### config.mk
export PLATFORM = sky130hd
export DESIGN_NAME = gsa_ctrl
export DESIGN_NICKNAME = d
export VERILOG_FILES = /design/src/hdl/gsa_pkg.sv /design/src/hdl/gsa_ctrl.sv
export SDC_FILE = /design/constraint.sdc
export NUM_CORES = 1
export LEC_CHECK = 0
export ABC_AREA = 1
export BUFFER_PORTS_ARGS = -buffer_cell sky130_fd_sc_hd__buf_2
export CORE_AREA = 5 5 315 317
export CTS_CLUSTER_DIAMETER = 60
export DETAILED_ROUTE_END_ITERATION = 10
export DIE_AREA = 0 0 320 322
export PLACE_DENSITY_LB_ADDON = 0.25
export SLEW_MARGIN = 20
export SYNTH_ARGS = -nofsm -noshare
export SYNTH_HDL_FRONTEND = slang
export SYNTH_SLANG_ARGS = --single-unit
### constraint.sdc
create_clock -name i_clk -period 10.1 [get_ports i_clk]
set_input_delay 1.515 -clock i_clk [delete_from_list [all_inputs] [get_ports i_clk]]
set_output_delay 1.515 -clock i_clk [all_outputs]
set_load 0.01 [all_outputs]
### src/hdl/gsa_pkg.sv
// Package for the generational slot allocator: sizes, codes and shared types.
`default_nettype none
package gsa_pkg;

    localparam int SLOT_CAPACITY = 1024;
    localparam int SLOT_AW       = $clog2(SLOT_CAPACITY);
    localparam int CNT_W         = $clog2(SLOT_CAPACITY + 1);

    localparam int IDX_W         = 10;
    localparam int GEN_W         = 32;
    localparam int WORD_W        = 32;
    localparam int LIVE_W        = 11;
    localparam int BOUND_WORDS   = 4;
    localparam int TMPL_WORDS    = 5;
    localparam int BOUND_W       = BOUND_WORDS * WORD_W;
    localparam int TMPL_W        = TMPL_WORDS * WORD_W;

    typedef enum logic [1:0] {
        MODE_REGISTER   = 2'd0,
        MODE_UNREGISTER = 2'd1,
        MODE_BOUNDS     = 2'd2,
        MODE_TEMPLATE   = 2'd3
    } t_mode;

    typedef enum logic [1:0] {
        ST_OK         = 2'd0,
        ST_BAD_HANDLE = 2'd1,
        ST_FULL       = 2'd2
    } t_status;

    typedef enum logic [1:0] {
        S_IDLE,
        S_LOOK,
        S_POP
    } t_state;

    typedef struct packed {
        logic             live;
        logic [GEN_W-1:0] gen;
    } t_meta;

    localparam int META_W = $bits(t_meta);

    typedef struct packed {
        logic               meta_we;
        logic [SLOT_AW-1:0] meta_waddr;
        t_meta              meta_wdata;
        logic [SLOT_AW-1:0] meta_raddr;
        logic               stack_we;
        logic [SLOT_AW-1:0] stack_waddr;
        logic [SLOT_AW-1:0] stack_wdata;
        logic [SLOT_AW-1:0] stack_raddr;
        logic               bounds_we;
        logic               tmpl_we;
        logic [SLOT_AW-1:0] store_addr;
        logic [BOUND_W-1:0] bounds_wdata;
        logic [TMPL_W-1:0]  tmpl_wdata;
    } t_mem_req;

endpackage
`default_nettype wire

### src/hdl/gsa_ctrl.sv
// Sequencer: handle check, free-stack pop/push, counters and result word.
`default_nettype none
module gsa_ctrl
    import gsa_pkg::*;
(
    input  wire logic                i_clk,
    input  wire logic                i_rst_n,
    input  wire logic                start,
    output logic                     busy,
    input  wire logic [1:0]          i_mode,
    input  wire logic [IDX_W-1:0]    i_slot_index,
    input  wire logic [GEN_W-1:0]    i_slot_generation,
    input  wire logic [BOUND_W-1:0]  i_bounds,
    input  wire logic [TMPL_W-1:0]   i_tmpl,
    input  wire t_meta               i_meta_rdata,
    input  wire logic [SLOT_AW-1:0]  i_stack_rdata,
    output t_mem_req                 o_req,
    output logic                     o_valid,
    output logic [1:0]               o_status,
    output logic [IDX_W-1:0]         o_handle_index,
    output logic [GEN_W-1:0]         o_handle_generation,
    output logic [LIVE_W-1:0]        o_live_total
);

    t_state             r_state, n_state;
    t_mode              r_mode;
    logic [IDX_W-1:0]   r_idx;
    logic [GEN_W-1:0]   r_gen;
    logic [BOUND_W-1:0] r_bounds;
    logic [TMPL_W-1:0]  r_tmpl;
    logic [SLOT_AW-1:0] r_pop_slot, n_pop_slot;
    logic [CNT_W-1:0]   r_live, n_live;
    logic [CNT_W-1:0]   r_free, n_free;
    logic               r_valid, n_valid;
    t_status            r_status, n_status;
    logic [IDX_W-1:0]   r_hidx, n_hidx;
    logic [GEN_W-1:0]   r_hgen, n_hgen;

    logic               accept;
    logic               in_range;
    logic               ever_used;
    logic               handle_ok;
    logic [SLOT_AW-1:0] slot_a;

    assign accept    = start && (r_state == S_IDLE);
    assign busy      = (r_state != S_IDLE);
    assign slot_a    = SLOT_AW'(r_idx);
    assign in_range  = 32'(r_idx) < 32'(SLOT_CAPACITY);
    // slots at or above live + free have never been handed out, so their
    // live bit in memory is unwritten and counts as clear
    assign ever_used = 32'(r_idx) < (32'(r_live) + 32'(r_free));
    assign handle_ok = in_range && ever_used && i_meta_rdata.live
                    && (i_meta_rdata.gen == r_gen);

    always_ff @(posedge i_clk) begin
        if (!i_rst_n) begin
            r_state <= S_IDLE;
            r_live  <= '0;
            r_free  <= '0;
            r_valid <= 1'b0;
        end else begin
            r_state <= n_state;
            r_live  <= n_live;
            r_free  <= n_free;
            r_valid <= n_valid;
        end
    end

    always_ff @(posedge i_clk) begin
        if (accept) begin
            r_mode   <= t_mode'(i_mode);
            r_idx    <= i_slot_index;
            r_gen    <= i_slot_generation;
            r_bounds <= i_bounds;
            r_tmpl   <= i_tmpl;
        end
        r_pop_slot <= n_pop_slot;
        r_status   <= n_status;
        r_hidx     <= n_hidx;
        r_hgen     <= n_hgen;
    end

    always_comb begin
        n_state = r_state;
        unique case (r_state)
            S_IDLE: begin
                if (start) begin
                    n_state = S_LOOK;
                end
            end
            S_LOOK: begin
                if (r_mode == MODE_REGISTER && r_free != '0) begin
                    n_state = S_POP;
                end else begin
                    n_state = S_IDLE;
                end
            end
            S_POP: n_state = S_IDLE;
            default: n_state = S_IDLE;
        endcase
    end

    always_comb begin
        o_req              = '0;
        o_req.meta_raddr   = SLOT_AW'(i_slot_index);
        o_req.stack_raddr  = SLOT_AW'(r_free - CNT_W'(1));
        o_req.stack_waddr  = SLOT_AW'(r_free);
        o_req.stack_wdata  = slot_a;
        o_req.store_addr   = slot_a;
        o_req.meta_waddr   = slot_a;
        o_req.bounds_wdata = r_bounds;
        o_req.tmpl_wdata   = r_tmpl;
        n_pop_slot = r_pop_slot;
        n_live     = r_live;
        n_free     = r_free;
        n_valid    = 1'b0;
        n_status   = r_status;
        n_hidx     = r_hidx;
        n_hgen     = r_hgen;

        unique case (r_state)
            S_IDLE: begin
            end
            S_LOOK: begin
                if (r_mode == MODE_REGISTER) begin
                    priority if (r_free != '0) begin
                        // pop: generation of the popped slot is read next
                        n_pop_slot       = i_stack_rdata;
                        o_req.meta_raddr = i_stack_rdata;
                    end else if (32'(r_live) < 32'(SLOT_CAPACITY)) begin
                        o_req.meta_we         = 1'b1;
                        o_req.meta_waddr      = SLOT_AW'(r_live);
                        o_req.meta_wdata.live = 1'b1;
                        o_req.meta_wdata.gen  = '0;
                        o_req.bounds_we       = 1'b1;
                        o_req.tmpl_we         = 1'b1;
                        o_req.store_addr      = SLOT_AW'(r_live);
                        n_live   = r_live + CNT_W'(1);
                        n_valid  = 1'b1;
                        n_status = ST_OK;
                        n_hidx   = IDX_W'(r_live);
                        n_hgen   = '0;
                    end else begin
                        n_valid  = 1'b1;
                        n_status = ST_FULL;
                        n_hidx   = '0;
                        n_hgen   = '0;
                    end
                end else begin
                    n_valid = 1'b1;
                    n_hidx  = r_idx;
                    n_hgen  = r_gen;
                    if (!handle_ok) begin
                        n_status = ST_BAD_HANDLE;
                    end else begin
                        n_status = ST_OK;
                        unique case (r_mode)
                            MODE_UNREGISTER: begin
                                o_req.meta_we         = 1'b1;
                                o_req.meta_wdata.live = 1'b0;
                                o_req.meta_wdata.gen  = i_meta_rdata.gen + GEN_W'(1);
                                o_req.stack_we        = 1'b1;
                                n_free = r_free + CNT_W'(1);
                                n_live = r_live - CNT_W'(1);
                            end
                            MODE_BOUNDS:   o_req.bounds_we = 1'b1;
                            MODE_TEMPLATE: o_req.tmpl_we   = 1'b1;
                            default: begin
                            end
                        endcase
                    end
                end
            end
            S_POP: begin
                o_req.meta_we         = 1'b1;
                o_req.meta_waddr      = r_pop_slot;
                o_req.meta_wdata.live = 1'b1;
                o_req.meta_wdata.gen  = i_meta_rdata.gen;
                o_req.bounds_we       = 1'b1;
                o_req.tmpl_we         = 1'b1;
                o_req.store_addr      = r_pop_slot;
                n_free   = r_free - CNT_W'(1);
                n_live   = r_live + CNT_W'(1);
                n_valid  = 1'b1;
                n_status = ST_OK;
                n_hidx   = IDX_W'(r_pop_slot);
                n_hgen   = i_meta_rdata.gen;
            end
            default: begin
            end
        endcase
    end

    assign o_valid             = r_valid;
    assign o_status            = r_status;
    assign o_handle_index      = r_hidx;
    assign o_handle_generation = r_hgen;
    assign o_live_total        = LIVE_W'(r_live);

endmodule
`default_nettype wire

==> metrics.txt, run 1 <==
flip-flop and latch area=about 0.012 mm2; Hold WC Path Type=reg2reg; Syn Inst Count=approximately 1.5k; Chip Width=320 um; Setup crit end kind=output pin; global-route wire length before repair=123500 um; synthesized area=roughly 0.017 mm2; CTS tree=yes; max-slew violations=0; Routed WL=approximately 93000 um; router iterations before antenna repair=7; Initial DRC Count=1143; most frequent cells in the layout=819 x buf_2, 386 x edfxtp_1, 348 x nand2_1, 151 x nor2_1, 104 x inv_1; number of H-tree levels=2; area delta synth->final=42.92%; Netlist cell types=46; CTS Buf Count=60; share of async-settable or async-resettable flops after synthesis=0; number of synthesized flops with an enable pin=386; clock slew at reported path FFs=roughly 60 ps; Antenna Violating Nets Remaining=0; register bit count reported by yosys=slightly above 400; TNS Setup=0 ps; pwr/cell area=~200 mW/mm2; WP data required=8590 ps; Top Ports=~800; minimum clock period=~6200 ps; Multi-input gate area=roughly 0.0045 mm2; Final setup violation count=0; Core ar.=approximately 0.096 mm2; fin util=0.2586; Setup CP Type=reg2out; largest net degree at the start of global routing=about 160; VDD IR-drop max=0.0001450 V; Clock Sinks=411; Slew headroom=0.2939; nets=between 2k and 3k; Synthesized Nets=1877; RSZ-0062 raised after global routing=false; post-cts repair resize count=0; outcome=completed; slew at the pin with the worst max-slew slack=between 1000 and 1500 ps; row cnt=about 110; Vias/cell=~4.0; layout cells sized above 1=0.4096; GR Util All Layers=0.1730; Static Leakage=0.01058 uW; final hold viol count=0; DR vias=between 10k and 15k; number of I/O port buffers=819; initial antenna violation count=89; clock root buffer=clkbuf_16; Crit Path Max Fanout=22; Synth Area per Inst=roughly 12 um2; DRC viols=0; vias in the first global route=approximately 14k; starting density of the core=0.1810; gpl congestion=about 0.90; post-DP HPWL=77510 um; Syn. warnings=0; worst-case clock buffer depth=3; Tcrit/Tclk final=0.6139; post-synthesis sequential area ratio=0.6961; Achievable Freq=about 160 MHz; clk_lat worst skew=~650 ps; crit path launch type=register; clk_skew=around 25 ps; filler instances=about 10k; CP arrival=4690 ps; Vert. Die Dim=322 um; final global-route overflow total=0; Setup Fix Bufs, Post-CTS=0; commonest non-fill, non-tap cell in the layout=buf_2; CTS Hold Bufs=0; predominant post-synthesis flop cell=edfxtp_1; max cap viols=0; WL per Instance=about 26 um; Pwr Total=between 4000 and 5000 uW; Die ar.=around 0.10 mm2
## routing by layer
metal  track usage  vias to the layer above  part of all wire
met4       0.03906                       84             0.025
met2        0.2843                      707              0.47
met5             0                        -            0.0055
met3        0.1049                      197              0.14
met1        0.1927                     6974              0.37
li1              -                     6771                 -
## stage by stage
stage / hold slack (ps) / cell area (um2) / std cells / setup slack [ps]
floorplan: 480.0 / 17370 / 1470 / 1493
global placement: 499.9 / 22830 / 3512 / 4478
detailed placement: 505.4 / 22830 / 3512 / 4382
CTS: 512.7 / 24750 / 3622 / 3674
global route: 545.3 / 24770 / 3628 / 3399
finish: 512.0 / 24830 / 3652 / 3900
## kinds of logic (layout without fill, tap and decap cells)
family / Yosys count / in the layout / synth area share
and+or+nand+nor: 627 / 627 / 0.1528
DFF: 411 / 411 / 0.6961
buffers and inverters: 179 / 1055 / 0.04574
AOI/OAI and AO/OA: 161 / 161 / 0.05229
xor gates and xnor gates: 63 / 63 / 0.03177
adders and majority gates: 29 / 29 / 0.02132
other: 0 / 30 / 0
## final timing paths
path	startpoint	to	slack, ps	cells after the start
setup / recovery	o_live_total[2]	o_req[346]	3900	18
setup reg to reg	o_live_total[2]	r_free[3]	6400	18
hold / removal	r_free[10]	r_free[10]	510	2
hold reg to reg	r_free[10]	r_free[10]	510	2
## flip-flops by register name (all words and copies together), names as in the netlist
name                 count
o_handle_generation     32
o_handle_index          10
o_live_total            11
o_status                 2
o_valid                  1
r_bounds               128
r_free                  11
r_gen                   32
r_idx                   10
r_mode                   2
r_pop_slot              10
r_state                  2
r_tmpl                 160
## Yosys cell counts, drive strengths merged, types with 2 or more instances
library cell  count  share of area
edfxtp          386           0.67
nand2           354          0.077
nor2            162          0.037
inv             113          0.024
o21ai            67          0.019
a21oi            57          0.018
nand3            53          0.017
xor2             46          0.023
buf              40          0.016
ha               28          0.020
dfxtp            25          0.029
clkbuf           23         0.0051
nor3             20         0.0067
nand4            17         0.0070
xnor2            17         0.0086
a31oi            16         0.0058
or2              12         0.0043
o211ai            6         0.0026
o221ai            6         0.0030
nand3b            5         0.0022
clkinv            3        0.00065
nor3b             3         0.0013
a211oi            2        0.00086
a21o              2        0.00086
o21bai            2        0.00086
## cell type report
class                   instances  share of cell area
well taps                    1276             0.06431
repair buffers                829              0.1686
inverters                     116             0.01784
clock inverters                38             0.01517
flip-flops and latches        411              0.4871
diodes                         30            0.003024
clock buffers                  72             0.06230
multi-input cells             880              0.1816
## where the power goes
group / total, uW / internal (uW) / switching [uW]
registers: 2120 / 2050 / 70.0
clock network: 2050 / 1200 / 849
logic: 826 / 265 / 561
## worst max-delay path, cell delays in order (launching register included)
cell	delay [ps]
dfxtp_1	570
ha_1	370
a21oi_1	140
nand2_1	110
a31oi_1	190
xor2_1	190
ha_1	260
a21oi_1	150
nor2_1	60
nor3_1	130
nand2_1	90
nand2_1	60
nand2_1	60
nand2_2	190
nand3_4	260
inv_2	490
nand3_1	220
a21oi_1	300
buf_2	190
Power figures use the tool's default switching activity.
==> run 2, diff against run 1 <==
==> constraint.sdc (replaced) <==
create_clock -name i_clk -period 6.5 [get_ports i_clk]
set_input_delay 0.975 -clock i_clk [delete_from_list [all_inputs] [get_ports i_clk]]
set_output_delay 0.975 -clock i_clk [all_outputs]
set_load 0.01 [all_outputs]
==> run 2 against run 1 <==
  * Critical path depth rose by 2
  * Routed wire length rose by 3.4%
  * Worst hold slack improved by 1.7 ps
  * Register-to-register slack got worse by 3500 ps
  * Largest cell class unchanged
  * Highest routed layer unchanged
==> metrics.txt, run 2 (synthesized netlist as in run 1, its figures left out) <==
outcome=completed; CTS Hold Bufs=0 (unchanged); Final setup violation count=0 (unchanged); initial antenna violation count=81 (-9.0%); Largest Register=r_tmpl; pwr/cell area=322.8 mW/mm2 (+60%); final global-route overflow total=0 (unchanged); Global Route met1 Usage=0.1955 (+0.002806); Clock Sinks=411 (unchanged); worst reg2reg setup slack=2900 ps (-3500 ps); Initial DRC Count=1059 (-7.3%); Antenna Violating Nets Remaining=0 (unchanged); Pwr Total=8081 uW (+62%); CP max-delay cell=dfxtp_1; CTS tree=yes; DR vias=14.81k (+0.54%); Crit Path Max Fanout=22 (unchanged); TNS Setup=0 ps (unchanged); CP arrival=4250 ps (-440 ps); DRC viols=0 (unchanged); clock root buffer=clkbuf_16; WL per Instance=26.46 um (+3.4%); top flop regs=r_tmpl: 160 flops, r_bounds: 128 flops; layout cells sized above 1=0.4135 (+0.003881); R2R depth=20 (+2); max-slew violations=0 (unchanged); worst hold endpoint=r_free[10]; minimum clock period=5224 ps; Chip Width=320 um (unchanged); crit path launch type=register; Hold WC Path Type=reg2reg; VDD IR-drop max=0.0001875 V (+29%); global-route wire length before repair=127400 um (+3.1%); Setup Fix Bufs, Post-CTS=0 (unchanged); Achievable Freq=approximately 190 MHz; hold path cells=2 (unchanged); router iterations before antenna repair=5 (-2); nets=2711 (+0.22%); crit path from=o_live_total[3]; row cnt=114 (unchanged); CP Cell Sequence=ha_1 > nand2_1 > nand2_1 > nand2_1 > nand2_1 > a21oi_1 > xor2_1 > ha_1 > nand2_1 > nor2_1 > nor3_1 > nand2_1 > nand2_1 > nand2_1 > nand2_2 > nand3_4 > inv_2 > nand3_1 > a21oi_1 > buf_2; Static Leakage=0.01069 uW (+1.0%); clk_skew=20.40 ps (-4.144 ps); worst r2r dst=o_live_total[7]; Slew headroom=0.3333 (+0.03941); global-route layer with the greatest usage=met2; commonest non-fill, non-tap cell in the layout=buf_2; post-DP HPWL=80480 um (+3.8%); Tcrit/Tclk final=0.8037; clk_lat worst skew=620 ps (-30 ps); R2R Path Start=o_live_total[3]; Core ar.=0.09599 mm2 (unchanged); post-cts repair resize count=0 (unchanged); GR Util met3=0.1066 (+0.001697); cell repeated most along the worst path=nand2_1; Vias/cell=4.056 (+0.54%); Vert. Die Dim=322 um (unchanged); slew at the pin with the worst max-slew slack=996.3 ps (-62.79 ps); area delta synth->final=44.15%; RSZ-0062 raised after global routing=false; GR Util All Layers=0.1795 (+0.006503); Hold Crit Start=r_free[10]; max cap viols=0 (unchanged); final hold viol count=0 (unchanged); starting density of the core=0.1810 (unchanged); number of H-tree levels=3 (+1); clock slew at reported path FFs=50 ps (about the same); Die ar.=0.1030 mm2 (unchanged); number of I/O port buffers=819 (unchanged); max reg flops=160 (unchanged); met2 Resource Use GR=0.2993 (+0.01499); worst-case clock buffer depth=3 (unchanged); filler instances=10.33k (+0.24%); vias in the first global route=14.44k (+0.30%); Setup crit end kind=output pin; Setup CP Type=reg2out; gpl congestion=0.8997 (+0.40%); CP peak stage delay=530 ps (-40 ps); largest net degree at the start of global routing=119 (-23%); Routed WL=96630 um (+3.4%); CTS Buf Count=67 (+12%); most frequent cells in the layout=819 x buf_2, 386 x edfxtp_1, 348 x nand2_1, 151 x nor2_1, 104 x inv_1; WP data required=5520 ps (-3070 ps); Top Ports=820 (unchanged)
[run 2: cell count changes in the layout (fill, tap and decap cells not counted), sizes merged]
cell and change:
clkinvlp +2, inv +2, bufinv -1, buf -1, diode -7, clkinv -1
clkbuf +6
[run 2: final cells by class]
type                            instances  area (um2)  share of cell area
Clock inverter                         40       401.6             0.01604
Multi-Input combinational cell        880        4509              0.1801
Antenna cell                           23       57.56            0.002299
Sequential cell                       411       12090              0.4829
Tap cell                             1276        1597             0.06376
Inverter                              116       439.2             0.01754
Timing Repair Buffer                  828        4204              0.1679
Clock buffer                           78        1739             0.06946
[run 2: worst max path at each step]
stage                   to  slack, ps
2_1_floorplan  r_bounds[0]         80
5_1_grt         o_req[362]        820
3_5_place_dp    o_req[349]       1880
4_1_cts         o_req[349]       1180
3_3_place_gp    o_req[362]       1900
6_report        o_req[349]       1280
[run 2: power breakdown]
part | internal (uW) | leakage, uW | total, uW | switching [uW]
Sequential | 3180 | 0.00388 | 3280 | 106
Combinational | 415 | 0.00578 | 1300 | 884
Clock | 2080 | 0.00103 | 3500 | 1420
Total | 5670 | 0.0107 | 8080 | 2410
[run 2: layer usage]
layer	share of wire	wire [um]
met5	0.0057	553
met1	0.36	35040
met4	0.025	2453
met3	0.13	12260
met2	0.48	46320
[run 2: critical path, delay by kind of cell (launching register included)]
kind / cells / cell delay (ps)
AOI/OAI and AO/OA: 2 / 410
xor gates and xnor gates: 1 / 180
adders and majority gates: 2 / 610
buffers and inverters: 2 / 640
DFF: 1 / 530
and+or+nand+nor: 13 / 1270
[run 2: stage by stage]
| stage | instance area [um2] | worst slack, ps | instances | utilization | hold WS [ps] |
|---|---|---|---|---|---|
| after floorplan | 17370 | 76.35 | 1470 | - | 480.0 |
| after global placement | 22840 | 1896 | 3511 | 0.2379 | 500.7 |
| after detailed placement | 22840 | 1879 | 3511 | 0.2379 | 509.9 |
| after CTS | 24980 | 1177 | 3629 | 0.2602 | 458.4 |
| after global routing | 24990 | 819.9 | 3631 | 0.2603 | 472.3 |
| final | 25040 | 1276 | 3652 | 0.2608 | 513.8 |
