`config.mk`:
```
export PLATFORM = sky130hd
export DESIGN_NAME = gsa_ram
export DESIGN_NICKNAME = d
export VERILOG_FILES = /design/src/hdl/gsa_ram.sv
export SDC_FILE = /design/constraint.sdc
export NUM_CORES = 1
export LEC_CHECK = 0
export BUFFER_PORTS_ARGS = -buffer_cell sky130_fd_sc_hd__clkbuf_2
export CORE_MARGIN = 1
export CORE_UTILIZATION = 60
export CTS_BUF_LIST = sky130_fd_sc_hd__clkbuf_8
export DETAILED_ROUTE_END_ITERATION = 10
export GPL_TIMING_DRIVEN = 0
export PLACE_DENSITY = 0.78
export SYNTH_ARGS = -nofsm -noshare
export SYNTH_HDL_FRONTEND = slang
export SYNTH_SLANG_ARGS = --single-unit
export TNS_END_PERCENT = 1
```
`constraint.sdc`:
```
create_clock -name i_clk -period 2.05 [get_ports i_clk]
set_input_delay 0.205 -clock i_clk [delete_from_list [all_inputs] [get_ports i_clk]]
set_output_delay 0.205 -clock i_clk [all_outputs]
set_load 0.1 [all_outputs]
```
`src/hdl/gsa_ram.sv`:
```
// Generic single-write, single-read RAM with registered read data.
`default_nettype none
module gsa_ram #(
    parameter int WIDTH = 8,
    parameter int DEPTH = 16
) (
    input  wire logic                     i_clk,
    input  wire logic                     i_we,
    input  wire logic [$clog2(DEPTH)-1:0] i_waddr,
    input  wire logic [WIDTH-1:0]         i_wdata,
    input  wire logic [$clog2(DEPTH)-1:0] i_raddr,
    output logic      [WIDTH-1:0]         o_rdata
);

    logic [WIDTH-1:0] mem [DEPTH];

    always_ff @(posedge i_clk) begin
        if (i_we) begin
            mem[i_waddr] <= i_wdata;
        end
        o_rdata <= mem[i_raddr];
    end

endmodule
`default_nettype wire

```
==> results of run 1 <==
[area by class of cell]
type,count,share of cell area [%]
Sequential cell,136,69.4
Multi-Input combinational cell,83,18.3
Clock buffer,18,4.30
Tap cell,105,2.28
Clock inverter,14,2.10
Timing Repair Buffer,24,2.08
Buffer,10,1.50
[cell families after synthesis]
group | share of synthesized area (%)
mux | 15.0
buf+inv | 1.68
flops | 77.8
simple gates | 3.18
compound gates | 2.33
[state kept, by name (all words and copies together), names as in the netlist]
signal,cells
mem,128
o_rdata,8
[worst max-delay path: cells and delay by family]
kind          cells  cell delay [ns]
buf+inv           1             0.10
simple gates      2             1.49
[power breakdown]
group	internal [W]	total (W)	switching, W
clock	0.00108	0.00201	0.000928
combinational	0.000122	0.000422	0.000300
sequential	0.00311	0.00312	0.0000147
total	0.00431	0.00555	0.00124
[final timing paths]
kind | start | endpoint | slack (ns) | cells after the start
max | i_waddr[2] | mem[0][1] | 0.27 | 3
max reg2reg | mem[5][2] | o_rdata[2] | 0.68 | 3
min | i_wdata[5] | mem[2][5] | 0.24 | 1
min reg2reg | mem[0][0] | o_rdata[0] | 0.68 | 3
[layer usage]
layer | GRT usage [%] | share of wire, % | vias up
met1 | 33.3 | 43 | 1242
met4 | 6.57 | 0.74 | 0
met3 | 7.25 | 8.0 | 9
met2 | 34.5 | 49 | 137
met5 | 0 | 0 | -
li1 | - | - | 1060
[through the flow]
| step | utilization, % | hold WS [ns] | setup TNS, ns | std cells |
|---|---|---|---|---|
| finish | 69.8 | 0.237 | 0 | 390 |
| floorplan | - | 0.304 | 0 | 229 |
| detailed placement | 65.4 | 0.661 | -1.59 | 358 |
| global placement | 65.4 | 0.633 | -1.48 | 358 |
| CTS | 69.8 | 0.215 | 0 | 390 |
| global route | 69.8 | 0.235 | 0 | 390 |
[cells in the final DEF, fill, tap and decap left out]
cell                              count
sky130_fd_sc_hd__buf_4                1
sky130_fd_sc_hd__bufinv_16            2
sky130_fd_sc_hd__nand2b_1             2
sky130_fd_sc_hd__a22oi_1             16
sky130_fd_sc_hd__clkbuf_8            18
sky130_fd_sc_hd__nor2b_1              1
sky130_fd_sc_hd__and2b_1              1
sky130_fd_sc_hd__nor2_1              13
sky130_fd_sc_hd__inv_1                6
sky130_fd_sc_hd__nand3_1              1
sky130_fd_sc_hd__clkdlybuf4s25_2      3
sky130_fd_sc_hd__clkinvlp_4           2
sky130_fd_sc_hd__dfxtp_1              8
sky130_fd_sc_hd__buf_6                3
sky130_fd_sc_hd__clkinv_4             1
sky130_fd_sc_hd__nor3_1               4
sky130_fd_sc_hd__edfxtp_1           128
sky130_fd_sc_hd__buf_2                3
sky130_fd_sc_hd__nand2_1              9
sky130_fd_sc_hd__clkinv_2             3
sky130_fd_sc_hd__or3b_2               1
sky130_fd_sc_hd__and2_1               1
sky130_fd_sc_hd__mux4_2              18
sky130_fd_sc_hd__nand3b_1             2
sky130_fd_sc_hd__mux4_1              14
sky130_fd_sc_hd__clkbuf_2            24
==> results_tabular.tex, run 1 <==
\begin{tabular}{lr}
\hline
Metric & Value \\
\hline
\multicolumn{2}{l}{\textbf{Detailed routing}} \\
First-iteration detailed-routing DRC count & 325 \\
Routed vias/inst & 6.28 \\
First-pass iteration count of the detailed router & 5 \\
Number of vias in the routed layout & 2448 \\
DRC violations left & 0 \\
Wire length per cell after detailed routing & 23.6 µm \\
Number of antenna-violating nets in the routed design & 0 \\
Wirelength, routed & 9210 µm \\
\multicolumn{2}{l}{\textbf{Timing}} \\
Final hold vios & 0 \\
Normalized max-slew margin & 17.1\% \\
Fin worst setup slack & 0.274 ns \\
Layout Skew & 0.0144 ns \\
Share of the cycle needed by the critical path after routing & 86.6\% \\
Final Critical Period & 1.78 ns \\
Transition at the pin with the smallest max-transition slack & 1.23 ns \\
\# setup viols final & 0 \\
Unrepaired setup endpoints after global routing & false \\
Max-slew violations & 0 \\
Top achievable clock speed & 563 MHz \\
\multicolumn{2}{l}{\textbf{Global routing}} \\
Number of global-route vias before repair & 2385 \\
Initial antenna violation count & 0 \\
Total routing usage reported by global routing & 23.1\% \\
Pin count of the biggest net entering global routing & 17 \\
Grt total ovfl & 0 \\
Global-route wire length before repair & 13700 µm \\
\multicolumn{2}{l}{\textbf{Setup path}} \\
Critical path peak fanout & 8 \\
CP max-delay cell & sky130\_fd\_sc\_hd\_\_nor3\_1 \\
Worst setup SP type & input pin \\
Worst-path cell chain & clkbuf\_2, or3b\_2, nor3\_1 \\
Arrival time of data at the critical path endpoint & 1.80 ns \\
Capturing element type of the critical path & flop \\
Start-to-end type of the worst setup path & in2reg \\
Largest stage delay, worst path & 0.95 ns \\
Req. time, crit path & 2.07 ns \\
\multicolumn{2}{l}{\textbf{Die}} \\
Overall die area & 8950 µm² \\
Chip width & 94.6 µm \\
Top-Level Pins & 26 \\
Starting density of the core & 62.3\% \\
Die Ht & 94.6 µm \\
Number of core rows & 33 \\
Core Region & 8260 µm² \\
\multicolumn{2}{l}{\textbf{Clock network}} \\
Cts-stage hold buffer count & 0 \\
Clock sink count & 136 \\
Buffer levels on the longest clock path & 2 \\
Clock insertion delay at the later pin of the skew report & 0.42 ns \\
TritonCTS Buffers & 17 \\
Clock tree from TritonCTS & done \\
H-tree depth reported by CTS & 4 \\
Clk pin slew, worst setup/hold paths & 0.07 ns \\
Post-CTS resize count & 0 \\
Buffer cell driving the clock tree root & sky130\_fd\_sc\_hd\_\_clkbuf\_8 \\
Total setup buffers inserted after CTS & 0 \\
\multicolumn{2}{l}{\textbf{Logic synthesis}} \\
Sequential area share after synthesis & 77.8\% \\
Post-Synthesis Net Count & 247 \\
Number of synthesized flops with an enable pin & 128 \\
Library cell with the highest instance count after synthesis & sky130\_fd\_sc\_hd\_\_edfxtp\_1 \\
Number of synthesized register bits & 136 \\
Netlist area before placement & 5150 µm² \\
Count of different cell masters after synthesis & 19 \\
Cell count after synthesis & 229 \\
Number of warnings printed during yosys synthesis & 0 \\
Dominant register cell in the synthesized netlist & sky130\_fd\_sc\_hd\_\_edfxtp\_1 \\
Leading area contributor after synthesis & sky130\_fd\_sc\_hd\_\_edfxtp\_1 \\
Mean Syn Cell Area & 22.5 µm² \\
Share of flip-flops with an asynchronous set or reset & 0\% \\
Cell types with the largest area share after synthesis & sky130\_fd\_sc\_hd\_\_edfxtp\_1 (75\%), sky130\_fd\_sc\_hd\_\_mux4\_2 (7.9\%), sky130\_fd\_sc\_hd\_\_mux4\_1 (7.1\%) \\
Most frequent cells after synthesis & sky130\_fd\_sc\_hd\_\_edfxtp\_1 (128), sky130\_fd\_sc\_hd\_\_mux4\_2 (18), sky130\_fd\_sc\_hd\_\_a22oi\_1 (16) \\
Area share of the largest cell type after synthesis & 74.7\% \\
\multicolumn{2}{l}{\textbf{Hold path}} \\
Hold Path Class & in2reg \\
\multicolumn{2}{l}{\textbf{Run}} \\
Count of maximum capacitance violations & 0 \\
\multicolumn{2}{l}{\textbf{Power}} \\
Power per cell area & 963 nW/µm² \\
Largest vdd supply drop & 677 µV \\
Leakage power figure & 1.95 nW \\
Final Total Pwr & 0.00555 W \\
\multicolumn{2}{l}{\textbf{Place}} \\
Final HPWL from detailed placement & 5870 µm \\
Worst-case setup slack after placement & -0.199 ns \\
Cell area after placement & 5400 µm² \\
Routability-driven placement congestion ratio & 0.687 \\
IO Port Bufs & 24 \\
\multicolumn{2}{l}{\textbf{Finish}} \\
Number of diodes & 0 \\
Combined area of the multi-input logic cells & 1060 µm² \\
Design Area, Final & 5770 µm² \\
Fraction of layout instances using a drive strength above 1 & 27.7\% \\
Growth of design area from synthesis to finish & 12.1\% \\
Fill cells & 511 \\
Register Area & 4000 µm² \\
NumNets Final & 290 \\
\multicolumn{2}{l}{\textbf{Outcome}} \\
Result of the run & finished, final reports clean \\
\hline
\end{tabular}
Power figures use the tool's default switching activity.
==> inputs of run 2 (changes only) <==
MAX_ROUTING_LAYER = met4   (was unset)
==> run 2 against run 1 <==
Non-clock buffer count unchanged. Hold slack got worse by 0.0086 ns. Wire length shrank 0.38%. Maximum frequency is 1.1% lower. Largest cell class unchanged.
==> results_tabular.tex, run 2 (synthesized netlist as in run 1, its figures left out) <==
\begin{tabular}{lr}
\hline
Metric & Value \\
\hline
\multicolumn{2}{l}{\textbf{Global routing}} \\
Met1 routing resource usage after global routing & 33.2\% \\
Number of global-route vias before repair & 2385 \\
Global-route wire length before repair & 13700 µm \\
Grt total ovfl & 0 \\
Met3 Resource Use GR & 7.25\% \\
Pin count of the biggest net entering global routing & 17 \\
Most heavily used metal layer in global routing & met2 \\
Total routing usage reported by global routing & 23.7\% \\
GRT met2 Usage & 34.5\% \\
Initial antenna violation count & 0 \\
\multicolumn{2}{l}{\textbf{Timing}} \\
Unrepaired setup endpoints after global routing & false \\
Final Critical Period & 1.79 ns \\
Share of the cycle needed by the critical path after routing & 87.6\% \\
Normalized max-slew margin & 17.1\% \\
Max-slew violations & 0 \\
Transition at the pin with the smallest max-transition slack & 1.23 ns \\
Final hold vios & 0 \\
Fin worst setup slack & 0.255 ns \\
Top achievable clock speed & 557 MHz \\
\# setup viols final & 0 \\
Layout Skew & 0.0138 ns \\
\multicolumn{2}{l}{\textbf{Clock network}} \\
Cts-stage hold buffer count & 0 \\
Clk pin slew, worst setup/hold paths & 0.07 ns \\
Post-CTS resize count & 0 \\
Clock insertion delay at the later pin of the skew report & 0.41 ns \\
Total setup buffers inserted after CTS & 0 \\
H-tree depth reported by CTS & 4 \\
Clock tree from TritonCTS & done \\
Buffer levels on the longest clock path & 2 \\
TritonCTS Buffers & 17 \\
Clock sink count & 136 \\
Buffer cell driving the clock tree root & sky130\_fd\_sc\_hd\_\_clkbuf\_8 \\
\multicolumn{2}{l}{\textbf{Detailed routing}} \\
Number of antenna-violating nets in the routed design & 0 \\
Routed vias/inst & 6.22 \\
Wire length per cell after detailed routing & 23.5 µm \\
First-iteration detailed-routing DRC count & 298 \\
DRC violations left & 0 \\
First-pass iteration count of the detailed router & 8 \\
Number of vias in the routed layout & 2425 \\
Wirelength, routed & 9170 µm \\
\multicolumn{2}{l}{\textbf{Finish}} \\
Growth of design area from synthesis to finish & 12.1\% \\
Fill cells & 511 \\
NumNets Final & 290 \\
Utilization after layout & 69.8\% \\
Number of diodes & 0 \\
Max FFs per register & 128 \\
Most common library cell in the layout ignoring fill and taps & sky130\_fd\_sc\_hd\_\_edfxtp\_1 \\
Largest register by flop count & mem \\
Commonest non-fill, non-tap cells in the layout & sky130\_fd\_sc\_hd\_\_edfxtp\_1 (128), sky130\_fd\_sc\_hd\_\_clkbuf\_2 (24), sky130\_fd\_sc\_hd\_\_mux4\_2 (18), sky130\_fd\_sc\_hd\_\_clkbuf\_8 (18), sky130\_fd\_sc\_hd\_\_a22oi\_1 (16) \\
Fraction of layout instances using a drive strength above 1 & 27.7\% \\
Top flop regs & mem: 128 flops, o\_rdata: 8 flops \\
\multicolumn{2}{l}{\textbf{Die}} \\
Chip width & 94.6 µm \\
Number of core rows & 33 \\
Core Region & 8260 µm² \\
Top-Level Pins & 26 \\
Starting density of the core & 62.3\% \\
Overall die area & 8950 µm² \\
Die Ht & 94.6 µm \\
\multicolumn{2}{l}{\textbf{Setup path}} \\
Critical path peak fanout & 8 \\
Number of buffers and inverters on the critical path & 1 \\
Start-to-end type of the worst setup path & in2reg \\
CP max-delay cell & sky130\_fd\_sc\_hd\_\_nor3\_1 \\
Req. time, crit path & 2.07 ns \\
Capturing element type of the critical path & flop \\
Largest stage delay, worst path & 0.96 ns \\
Worst setup SP type & input pin \\
Cell family with the largest share of critical-path delay & simple AND/OR/NAND/NOR gates \\
Arrival time of data at the critical path endpoint & 1.82 ns \\
Worst-path cell chain & clkbuf\_2, or3b\_2, nor3\_1 \\
\multicolumn{2}{l}{\textbf{Place}} \\
IO Port Bufs & 24 \\
Worst-case setup slack after placement & -0.199 ns \\
Routability-driven placement congestion ratio & 0.694 \\
Final HPWL from detailed placement & 5870 µm \\
\multicolumn{2}{l}{\textbf{Power}} \\
Power per cell area & 963 nW/µm² \\
Final Total Pwr & 0.00556 W \\
Leakage power figure & 1.95 nW \\
Largest vdd supply drop & 684 µV \\
\multicolumn{2}{l}{\textbf{Outcome}} \\
Result of the run & finished, final reports clean \\
\multicolumn{2}{l}{\textbf{Hold path}} \\
Hold Path Class & in2reg \\
\multicolumn{2}{l}{\textbf{Run}} \\
Count of maximum capacitance violations & 0 \\
\hline
\end{tabular}
## run 2: cell counts in the layout (fill, tap and decap cells not counted)
Identical to the previous run, type by type.
## run 2: layout make-up
class | count | area, µm² | area share (%)
clock inverters | 14 | 121 | 2.10
plain buffers | 10 | 86.3 | 1.50
flip-flops and latches | 136 | 4000 | 69.4
multi-input cells | 83 | 1060 | 18.3
clock buffers | 18 | 248 | 4.30
well taps | 105 | 131 | 2.28
repair buffers | 24 | 120 | 2.08
## run 2: report_power, final
group / internal, W / total (W) / switching [W] / leakage [nW]
combinational: 0.000122 / 0.000422 / 0.000300 / 0.518
sequential: 0.00311 / 0.00312 / 0.0000146 / 1.22
clock: 0.00108 / 0.00201 / 0.000931 / 0.206
total: 0.00431 / 0.00556 / 0.00125 / 1.95
## run 2: path summary, 6_finish.rpt
check | start | to | slack (ns) | depth (start not counted)
worst min-delay path | i_wdata[5] | mem[6][5] | 0.23 | 1
worst max-delay path | i_waddr[2] | mem[0][1] | 0.26 | 3
worst min register to register | mem[0][0] | o_rdata[0] | 0.68 | 3
worst max register to register | mem[9][5] | o_rdata[5] | 0.68 | 3
## run 2: layer usage
metal,routed length (µm),vias up
met2,4410,133
met1,3910,1222
met5,0,-
met3,733,10
li1,-,1060
met4,112,0
## run 2: worst reg2reg max path, delay by kind of cell (launching register included)
family	cells	cell delay (ns)
AND/OR/NAND/NOR	1	0.11
multiplexers	1	0.51
AO/OA/AOI/OAI	1	0.26
flip-flops	1	0.36
## run 2: metrics by stage
step                      hold slack [ns]  setup TNS (ns)  cell area, µm²  std cells
after floorplan                     0.304               0            5150        229
after global placement              0.633           -1.48            5400        358
after detailed placement            0.661           -1.59            5400        358
after CTS                           0.215               0            5770        390
after global routing                0.235               0            5770        390
final                               0.228               0            5770        390
==> inputs of run 3 (changes only) <==
CORE_UTILIZATION = 40   (was 60)
PLACE_DENSITY = unset   (was 0.78)
==> run 3 against run 2 <==
Utilization is 23 points lower. Combinational power rose by 1%. Hold slack got worse by 0.0015 ns. Sequential share of layout area down 1.8 points.
==> results_tabular.tex, run 3 (synthesized netlist as in run 1, its figures left out) <==
\begin{tabular}{lr}
\hline
Metric & Value \\
\hline
\multicolumn{2}{l}{\textbf{Outcome}} \\
Result of the run & finished, final reports clean \\
\multicolumn{2}{l}{\textbf{Timing}} \\
Final Critical Period & 1.79 ns \\
Final hold vios & 0 \\
Top achievable clock speed & 559 MHz \\
Total negative slack for setup checks & 0 ns \\
Max-slew violations & 0 \\
Unrepaired setup endpoints after global routing & false \\
\# setup viols final & 0 \\
Share of the cycle needed by the critical path after routing & 87.3\% \\
Layout Skew & 0.00967 ns \\
Fin worst setup slack & 0.260 ns \\
Transition at the pin with the smallest max-transition slack & 1.28 ns \\
Normalized max-slew margin & 13.7\% \\
\multicolumn{2}{l}{\textbf{Detailed routing}} \\
Wirelength, routed & 9890 µm \\
First-pass iteration count of the detailed router & 4 \\
Number of antenna-violating nets in the routed design & 0 \\
First-iteration detailed-routing DRC count & 115 \\
Routed vias/inst & 5.15 \\
DRC violations left & 0 \\
Number of vias in the routed layout & 2360 \\
Wire length per cell after detailed routing & 21.6 µm \\
\multicolumn{2}{l}{\textbf{Finish}} \\
Growth of design area from synthesis to finish & 15.1\% \\
Number of diodes & 0 \\
Largest register by flop count & mem \\
Fill cells & 1051 \\
Fraction of layout instances using a drive strength above 1 & 29.4\% \\
Utilization after layout & 47.1\% \\
Top flop regs & mem: 128 flops, o\_rdata: 8 flops \\
Register Area & 4000 µm² \\
Combined area of the multi-input logic cells & 1060 µm² \\
NumNets Final & 291 \\
Most common library cell in the layout ignoring fill and taps & sky130\_fd\_sc\_hd\_\_edfxtp\_1 \\
Max FFs per register & 128 \\
Commonest non-fill, non-tap cells in the layout & sky130\_fd\_sc\_hd\_\_edfxtp\_1 (128), sky130\_fd\_sc\_hd\_\_clkbuf\_2 (24), sky130\_fd\_sc\_hd\_\_clkbuf\_8 (22) \\
\multicolumn{2}{l}{\textbf{Clock network}} \\
Cts-stage hold buffer count & 0 \\
Clock sink count & 136 \\
TritonCTS Buffers & 17 \\
Buffer levels on the longest clock path & 2 \\
Buffer cell driving the clock tree root & sky130\_fd\_sc\_hd\_\_clkbuf\_8 \\
Total setup buffers inserted after CTS & 0 \\
Clock tree from TritonCTS & done \\
H-tree depth reported by CTS & 4 \\
Clock insertion delay at the later pin of the skew report & 0.43 ns \\
Post-CTS resize count & 0 \\
Clk pin slew, worst setup/hold paths & 0.07 ns \\
\multicolumn{2}{l}{\textbf{Setup path}} \\
Arrival time of data at the critical path endpoint & 1.83 ns \\
CP max-delay cell & sky130\_fd\_sc\_hd\_\_nor3\_1 \\
Capturing element type of the critical path & flop \\
Worst-path cell chain & clkbuf\_2, or3b\_2, nor3\_1 \\
Req. time, crit path & 2.09 ns \\
Start-to-end type of the worst setup path & in2reg \\
Critical path peak fanout & 8 \\
Worst setup SP type & input pin \\
Largest stage delay, worst path & 0.99 ns \\
\multicolumn{2}{l}{\textbf{Place}} \\
Worst-case setup slack after placement & -0.213 ns \\
IO Port Bufs & 24 \\
Routability-driven placement congestion ratio & 0.728 \\
Final HPWL from detailed placement & 6320 µm \\
\multicolumn{2}{l}{\textbf{Global routing}} \\
Global-route wire length before repair & 14700 µm \\
Pin count of the biggest net entering global routing & 17 \\
Number of global-route vias before repair & 2399 \\
Initial antenna violation count & 0 \\
Total routing usage reported by global routing & 17.2\% \\
Grt total ovfl & 0 \\
\multicolumn{2}{l}{\textbf{Die}} \\
Top-Level Pins & 26 \\
Starting density of the core & 41.0\% \\
Number of core rows & 41 \\
Chip width & 115 µm \\
Overall die area & 13300 µm² \\
Die Ht & 115 µm \\
Core Region & 12600 µm² \\
\multicolumn{2}{l}{\textbf{Run}} \\
Count of maximum capacitance violations & 0 \\
\multicolumn{2}{l}{\textbf{Power}} \\
Power per cell area & 986 nW/µm² \\
Final Total Pwr & 0.00584 W \\
Leakage power figure & 1.98 nW \\
Largest vdd supply drop & 416 µV \\
\multicolumn{2}{l}{\textbf{Hold path}} \\
Hold Path Class & in2reg \\
\hline
\end{tabular}
-- run 3: stage by stage --
| step | instance area, µm² | hold WS [ns] | cells |
|---|---|---|---|
| after global placement | 5480 | 0.651 | 425 |
| after CTS | 5910 | 0.200 | 457 |
| after global routing | 5920 | 0.232 | 458 |
| after detailed placement | 5480 | 0.668 | 425 |
| final | 5920 | 0.227 | 458 |
| after floorplan | 5150 | 0.304 | 229 |
-- run 3: area by class of cell --
class | instances | area share (%)
Clock buffer | 22 | 5.11
Timing Repair Buffer | 25 | 2.15
Tap cell | 172 | 3.63
Buffer | 10 | 1.46
Multi-Input combinational cell | 83 | 17.9
Sequential cell | 136 | 67.6
Clock inverter | 10 | 2.11
-- run 3: worst max-delay path, delay by kind of cell --
kind,cells,cell delay [ns]
and+or+nand+nor,2,1.51
buffers and inverters,1,0.11
-- run 3: per-layer routing --
| metal | share of wire, % | wire length [µm] | track usage [%] |
|---|---|---|---|
| met5 | 0 | 0 | - |
| met4 | 1.2 | 114 | 6.49 |
| met3 | 4.5 | 449 | 4.55 |
| met2 | 50 | 4960 | 26.8 |
| met1 | 44 | 4360 | 21.8 |
-- run 3: worst paths after layout --
kind	endpoint	slack, ns	depth (start not counted)	from
setup reg to reg	o_rdata[4]	0.66	3	mem[9][4]
hold reg to reg	o_rdata[2]	0.69	3	mem[10][2]
hold / removal	mem[14][5]	0.23	1	i_wdata[5]
setup / recovery	mem[0][3]	0.26	3	i_waddr[2]
-- run 3: power by group --
group / total, W / leakage (nW) / internal (W) / switching [W]
Clock: 0.00229 / 0.232 / 0.00135 / 0.000940
Sequential: 0.00312 / 1.22 / 0.00311 / 0.0000143
Combinational: 0.000428 / 0.525 / 0.000123 / 0.000305
